--- src/sv/lrs_pkg.sv ---
package lrs_pkg;

    localparam int SIZE        = 64;
    localparam int IDX_W       = $clog2(SIZE);
    localparam int CNT_W       = $clog2(SIZE + 2);
    localparam int VAL_W       = 31;
    localparam int RADIX       = 10;
    localparam int DIG_W       = 4;
    localparam int PROD_W      = 63;
    localparam int RECIP_SHIFT = 35;
    localparam logic [31:0] RECIP = 32'hCCCC_CCCD;

    typedef enum logic [2:0] {
        OP_NONE,
        OP_COUNT,
        OP_PLACE,
        OP_COPY,
        OP_READ
    } op_t;

    typedef struct packed {
        op_t              op;
        logic [IDX_W-1:0] addr;
        logic             rd_last;
        logic             load;
        logic             clr;
        logic             prefix;
        logic [DIG_W-1:0] pidx;
        logic             mdiv;
        logic             finish;
    } cmd_t;

    typedef struct packed {
        logic [CNT_W-1:0] n;
        logic             maxq_zero;
        logic             out_ack;
    } sts_t;

endpackage

--- src/sv/lrs_ctrl.sv ---
module lrs_ctrl
    import lrs_pkg::*;
(
    input  logic aclk,
    input  logic aresetn,
    input  logic s_valid,
    input  logic s_is_last,
    output logic s_ready,
    input  sts_t sts,
    output cmd_t cmd
);

    typedef enum logic [2:0] {
        S_LOAD,
        S_CHECK,
        S_COUNT,
        S_PREFIX,
        S_PLACE,
        S_COPY,
        S_READ,
        S_WAIT
    } state_t;

    state_t           state_reg, state_next;
    logic [CNT_W-1:0] cnt_reg, cnt_next;
    logic [CNT_W-1:0] rev_addr;

    assign rev_addr = sts.n - CNT_W'(1) - cnt_reg;

    always_comb begin
        state_next = state_reg;
        cnt_next   = cnt_reg;
        cmd        = '0;
        cmd.op     = OP_NONE;
        s_ready    = 1'b0;
        case (state_reg)
            S_LOAD: begin
                s_ready  = 1'b1;
                cmd.load = s_valid;
                if (s_valid && s_is_last) begin
                    state_next = S_CHECK;
                end
            end
            S_CHECK: begin
                cnt_next = '0;
                if (sts.maxq_zero) begin
                    state_next = S_READ;
                end else begin
                    cmd.clr    = 1'b1;
                    state_next = S_COUNT;
                end
            end
            S_COUNT: begin
                if (cnt_reg < sts.n) begin
                    cmd.op   = OP_COUNT;
                    cmd.addr = cnt_reg[IDX_W-1:0];
                end
                if (cnt_reg == sts.n + CNT_W'(1)) begin
                    cnt_next   = CNT_W'(1);
                    state_next = S_PREFIX;
                end else begin
                    cnt_next = cnt_reg + CNT_W'(1);
                end
            end
            S_PREFIX: begin
                cmd.prefix = 1'b1;
                cmd.pidx   = cnt_reg[DIG_W-1:0];
                if (cnt_reg == CNT_W'(RADIX - 1)) begin
                    cnt_next   = '0;
                    state_next = S_PLACE;
                end else begin
                    cnt_next = cnt_reg + CNT_W'(1);
                end
            end
            S_PLACE: begin
                if (cnt_reg < sts.n) begin
                    cmd.op   = OP_PLACE;
                    cmd.addr = rev_addr[IDX_W-1:0];
                end
                if (cnt_reg == sts.n) begin
                    cnt_next   = '0;
                    state_next = S_COPY;
                end else begin
                    cnt_next = cnt_reg + CNT_W'(1);
                end
            end
            S_COPY: begin
                if (cnt_reg < sts.n) begin
                    cmd.op   = OP_COPY;
                    cmd.addr = cnt_reg[IDX_W-1:0];
                end
                if (cnt_reg == sts.n) begin
                    cmd.mdiv   = 1'b1;
                    state_next = S_CHECK;
                end else begin
                    cnt_next = cnt_reg + CNT_W'(1);
                end
            end
            S_READ: begin
                cmd.op      = OP_READ;
                cmd.addr    = cnt_reg[IDX_W-1:0];
                cmd.rd_last = cnt_reg == sts.n - CNT_W'(1);
                state_next  = S_WAIT;
            end
            S_WAIT: begin
                if (sts.out_ack) begin
                    if (cnt_reg == sts.n - CNT_W'(1)) begin
                        cmd.finish = 1'b1;
                        cnt_next   = '0;
                        state_next = S_LOAD;
                    end else begin
                        cnt_next   = cnt_reg + CNT_W'(1);
                        state_next = S_READ;
                    end
                end
            end
            default: begin
                state_next = S_LOAD;
            end
        endcase
    end

    always_ff @(posedge aclk) begin
        if (!aresetn) begin
            state_reg <= S_LOAD;
            cnt_reg   <= '0;
        end else begin
            state_reg <= state_next;
            cnt_reg   <= cnt_next;
        end
    end

endmodule

--- config.mk ---
export PLATFORM = sky130hd
export DESIGN_NAME = lrs_ctrl
export DESIGN_NICKNAME = d
export VERILOG_FILES = /design/src/sv/lrs_pkg.sv /design/src/sv/lrs_ctrl.sv
export SDC_FILE = /design/constraint.sdc
export NUM_CORES = 1
export LEC_CHECK = 0
export ABC_AREA = 1
export ABC_CLOCK_PERIOD_IN_PS = 3200
export BUFFER_PORTS_ARGS = -buffer_cell sky130_fd_sc_hd__clkbuf_2
export CAP_MARGIN = 20
export CORE_ASPECT_RATIO = 0.5
export CORE_MARGIN = 2
export CORE_UTILIZATION = 40
export CTS_BUF_LIST = sky130_fd_sc_hd__clkbuf_16
export DETAILED_ROUTE_END_ITERATION = 16
export GPL_TIMING_DRIVEN = 0
export PLACE_DENSITY_LB_ADDON = 0.2
export SYNTH_ARGS = -nofsm -noshare
export SYNTH_HDL_FRONTEND = slang
export SYNTH_SLANG_ARGS = --single-unit
--- constraint.sdc ---
create_clock -name aclk -period 3.2 [get_ports aclk]
set_input_delay 0.64 -clock aclk [delete_from_list [all_inputs] [get_ports aclk]]
set_output_delay 0.64 -clock aclk [all_outputs]
set_load 0.005 [all_outputs]
==> metrics, run 1 <==
die area 0.00445 mm²; Final min period 3080 ps; met1 Use GR 30.4%; Data arrival, critical path 2440 ps; Netlist Area Pre-Place 0.00156 mm²; cell mode on critical path nand2_1; sequential share of the synthesized area 12.8%; hold depth 2; Post-route DRC 0; clk buf depth 2; largest net degree at the start of global routing 11; antenna violations before repair 0; final hold violations 0; Flop pwr share 18.9%; vias in the first global route 1576; Unique masters post-synth 27; initial drt markers 105; RR Startpoint cnt_reg[2]; clock power share 24.3%; WP buf/inv 3; met2 usage 33.0%; top_reg_cell synth dfxtp_1; share of layout cells above drive strength 1 17.6%; Synth Net Count 305; via count 1826; Psw 0.421 mW; Worst path max stage delay 330 ps; number of buffers created by CTS 3; grt met3 use 2.01%; cts hold-fix bufs 0; Max Clock Freq 0.325 GHz; share of the synthesized area in the top cell type 17.3%; max FFs per register 7; Synth Area per Inst 5.68 µm²; RSZ-0062 raised after global routing no; VDD IR-drop max 393 µV; Via density 5.03; actual slew at the worst max-slew pin 419 ps; # port buffers 31; startpoint types input port; DR pass1 iterations 4; height of the die 48.2 µm; root buffer cell clkbuf_16; Starting Density 43.6%; synthesis-to-finish area growth 21.4%; Max Slew Vio Count 0; Syn Inst Count 275; nets 343; synth cell count leaders nand2_1, nor2_1, inv_1; TritonCTS clock tree yes; Hold Path Class flop to flop; Fillers 374; switching fraction of total power 46.1%; CP Capture Type primary output; combinational share of power 56.8%; WL/cell 11.9 µm; top cells by area, synth nand2_1, dfxtp_1, ha_1; Rows 15; GRT busiest layer met2; Core Util, Final 52.9%; status complete, no violations; H-tree levels 1; power density over the cells 481 mW/mm²; antenna-violating nets left 0; hold_sp cnt_reg[1]; Sink Count 10; flops & latches, synth 10; post-route cell area 0.00190 mm²; leak pwr 0.954 nW; post-synth top area cell nand2_1; placed inst area 0.00178 mm²; setup violators final 0; grt ovf 0; worst-path fanout max 6; storage element area 200 µm²; Horiz. Die Dim 92.4 µm; r2r setup slk 950 ps; max-cap violations 0; post-route clock period utilization 96.3%; core area 0.00358 mm²; Rel. slew slack 72.0%; Setup Crit Path Kind input port to primary output; Worst Skew 0.365 ps; FFs w/ async S/R, synth 0%; r2r endpoint cnt_reg[5]; I/O pins 33; Hold EP cnt_reg[1]; Post-synth EDFFs 0; top-count cell post-synth nand2_1; Clk pin slew, worst setup/hold paths 40 ps; Crit-path slowest cell ha_1; post-route setup TNS 0 ps; ant diodes 0; All-Layer GR Usage 20.5%; Multi-input gate area 0.00120 mm²; CP top delay family adder cells; dpl hpwl 3.53 mm; insertion delay to the later sink of the worst-skew pair 230 ps; Ys Warns 0; placer congestion estimate 0.918; Reg2Reg Depth 12; Worst EP required 2560 ps; hold_ws 551 ps; WL final 4.31 mm; Internal 0.491 mW; worst-path cell chain clkbuf_4 > inv_2 > ha_2 > xor2_1 > ha_1 > a21oi_2 > nand2_1 > nand2_1 > nand2_1 > a21oi_2 > xor2_1 > o22ai_1 > clkbuf_2; first-pass GRT wire length 7.12 mm
## through the flow
stage | power (mW) | std cells | setup WS [ps]
floorplan | 0.538 | 275 | 458
global placement | 0.667 | 357 | -91.8
detailed placement | 0.674 | 357 | -107
CTS | 0.904 | 363 | 23.7
global route | 1.00 | 363 | 9.85
finish | 0.913 | 363 | 118
## what timing repair did
action	CTS	global route
pin swaps	2	2
setup buffers	2	0
setup endpoints to repair	1	4
gates resized for setup	3	8
## worst min-delay path, cell delays in order (launching register included)
cell,delay [ps]
dfxtp_1,360
nand2_1,90
a21oi_1,50
## kinds of logic after synthesis
logic type / count (synthesis) / share of synthesized area (%)
buffers and inverters: 46 / 11.4
AO/OA/AOI/OAI: 30 / 10.4
flip-flops: 10 / 12.8
XOR/XNOR: 12 / 6.73
adder cells (fa/ha/maj): 17 / 14.1
AND/OR/NAND/NOR: 160 / 44.5
## per-layer routing
metal | share of wire [%] | vias up
met5 | 0 | -
met1 | 53 | 819
met4 | 0.53 | 0
met2 | 42 | 37
li1 | - | 966
met3 | 4.0 | 4
## placed cells by master, fill, tap and decap left out, drive strengths merged, types with 6 or more instances in the layout
master	count
nand2	74
nor2	42
inv	40
clkbuf	33
nand3	32
a21oi	17
ha	16
dfxtp	10
xor2	8
nand4	7
o21ai	6
buf	6
## power groups by stage
stage	clock, mW	sequential (mW)	combinational [mW]
final	0.222	0.172	0.518
after CTS	0.221	0.171	0.511
after global placement	0	0.174	0.493
after detailed placement	0	0.173	0.501
after floorplan	0	0.165	0.372
after global routing	0.236	0.176	0.590
## how the worst max path moves through the flow
stage           start  endpoint  cells after the start
2_1_floorplan  sts[2]   cmd[15]                     11
3_3_place_gp   sts[2]   cmd[15]                     13
3_5_place_dp   sts[2]   cmd[15]                     13
4_1_cts        sts[2]   cmd[15]                     13
5_1_grt        sts[3]   cmd[15]                     13
6_report       sts[3]   cmd[15]                     13
## layout make-up
| class | count | area share (%) |
|---|---|---|
| Buffer | 3 | 0.923 |
| Multi-Input combinational cell | 219 | 63.1 |
| Clock inverter | 1 | 0.198 |
| Clock buffer | 3 | 3.96 |
| Inverter | 43 | 8.51 |
| Timing Repair Buffer | 33 | 9.43 |
| Tap cell | 51 | 3.36 |
| Sequential cell | 10 | 10.6 |
(Power assumes the default switching activity.)
==> run 2: changes to the inputs <==
==> constraint.sdc (replaced) <==
create_clock -name aclk -period 3.2 [get_ports aclk]
set_input_delay 0.16 -clock aclk [delete_from_list [all_inputs] [get_ports aclk]]
set_output_delay 0.16 -clock aclk [all_outputs]
set_load 0.005 [all_outputs]
==> run 2 against run 1 <==
Effect of this change:
- sequential share of layout area is 0.21 points higher
- global-route usage is 0.070 points lower
- combinational power is 2% lower
- clock skew hardly changed
- clock power hardly changed
- critical path depth is 3 lower
- register-to-register slack better by 110 ps
- via count hardly changed
- wire length is 1.8% lower
- count of clock-buffer cells in the layout stayed put
- largest power group unchanged
==> metrics, run 2 (synthesized netlist as in run 1, its figures left out) <==
Max Slew Vio Count 0; commonest non-fill, non-tap cells in the layout nand2_1, nor2_1, inv_1; antenna violations before repair 0; All-Layer GR Usage 20.4%; Reg2Reg Depth 11; TritonCTS clock tree yes; max-cap violations 0; power density over the cells 482 mW/mm²; Hold Path Class input port to flop; clk buf depth 2; largest net degree at the start of global routing 11; post-route setup TNS 0 ps; ant diodes 0; r2r setup slk 1060 ps; RSZ-0062 raised after global routing no; insertion delay to the later sink of the worst-skew pair 230 ps; placer congestion estimate 0.918; Final min period 2480 ps; I/O pins 33; Setup Crit Path Kind flop to primary output; worst-path fanout max 7; post-route cell area 0.00186 mm²; Rows 15; hold_ws 172 ps; final hold violations 0; WL final 4.23 mm; Worst Skew 0.555 ps; placed inst area 0.00178 mm²; total chip power 0.898 mW; Starting Density 43.6%; r2r endpoint cnt_reg[1]; commonest non-fill, non-tap cell in the layout nand2_1; actual slew at the worst max-slew pin 384 ps; setup violators final 0; number of buffers created by CTS 3; Horiz. Die Dim 92.4 µm; combinational share of power 56.4%; worst-path cell chain clkinv_1 > ha_1 > a21oi_1 > nand2_1 > nand2_1 > nand2_1 > a21oi_1 > xor2_1 > o22ai_1 > clkbuf_2; # Post-CTS Setup Buffers 0; WP buf/inv 2; Worst path max stage delay 470 ps; grt ovf 0; Critical Path Start cnt_reg[2]; CP top delay family flip-flops; core area 0.00358 mm²; startpoint types flop; root buffer cell clkbuf_16; CP Capture Type primary output; cts hold-fix bufs 0; hold depth 3; Hold EP cnt_reg[4]; max FFs per register 7; hold_sp aresetn; Via density 5.06; share of layout cells above drive strength 1 15.2%; Psw 0.413 mW; vias in the first global route 1573; height of the die 48.2 µm; clock power share 24.4%; first-pass GRT wire length 7.09 mm; antenna-violating nets left 0; leak pwr 0.945 nW; status complete, no violations; synthesis-to-finish area growth 19.1%; post-route clock period utilization 77.4%; Data arrival, critical path 2320 ps; Internal 0.484 mW; CTS resizes 0; Crit-path slowest cell dfxtp_1; VDD IR-drop max 388 µV; Flop pwr share 19.2%; dpl hpwl 3.53 mm; H-tree levels 1; die area 0.00445 mm²; # port buffers 31; via count 1827; initial drt markers 87; RR Startpoint cnt_reg[2]; Max Clock Freq 0.404 GHz; cell mode on critical path nand2_1; Core Util, Final 51.9%; Clk pin slew, worst setup/hold paths 40 ps; Sink Count 10; WL/cell 11.7 µm; Post-route DRC 0; DR pass1 iterations 4; nets 341; Worst EP required 3040 ps; switching fraction of total power 46.1%; Rel. slew slack 74.2%
-- run 2: cell count changes in the layout (fill, tap and decap cells not counted), sizes merged --
cell	before	now
buf	6	3
clkbuf	33	34
-- run 2: area by class of cell --
class	count	area, µm²
fillers	378	1720
multi-input cells	219	1180
flip-flops and latches	10	200
inverters	43	161
repair buffers	31	155
clock buffers	3	75.1
well taps	51	63.8
plain buffers	3	17.5
clock inverters	1	3.75
-- run 2: layer usage --
layer	vias to the layer above	global-route usage, %	part of all wire (%)
met5	-	0	0
met1	821	30.3	52
met2	40	32.8	43
met3	4	2.01	4.5
met4	0	4.48	0.54
li1	962	-	-
-- run 2: through the flow --
step	worst slack, ps	instances
floorplan	1390	275
global placement	868	357
detailed placement	853	357
CTS	723	361
global route	535	361
finish	723	361
-- run 2: how the worst max path moves through the flow --
stage	endpoint	slack, ps	cells after the start
after floorplan	cmd[15]	1390	9
after global placement	cmd[15]	870	13
after detailed placement	cmd[15]	850	13
after CTS	cmd[15]	720	10
after global routing	cmd[15]	540	10
final	cmd[15]	720	10
-- run 2: power groups by stage --
stage               Sequential [mW]  Clock [mW]  Combinational [mW]
finish                        0.172       0.219               0.506
global route                  0.176       0.236               0.579
CTS                           0.171       0.221               0.505
detailed placement            0.173           0               0.501
global placement              0.174           0               0.493
floorplan                     0.165           0               0.372
-- run 2: worst min-delay path, delay by kind of cell --
kind            cells  cell delay [ps]
buf+inv             1               90
compound gates      2              110
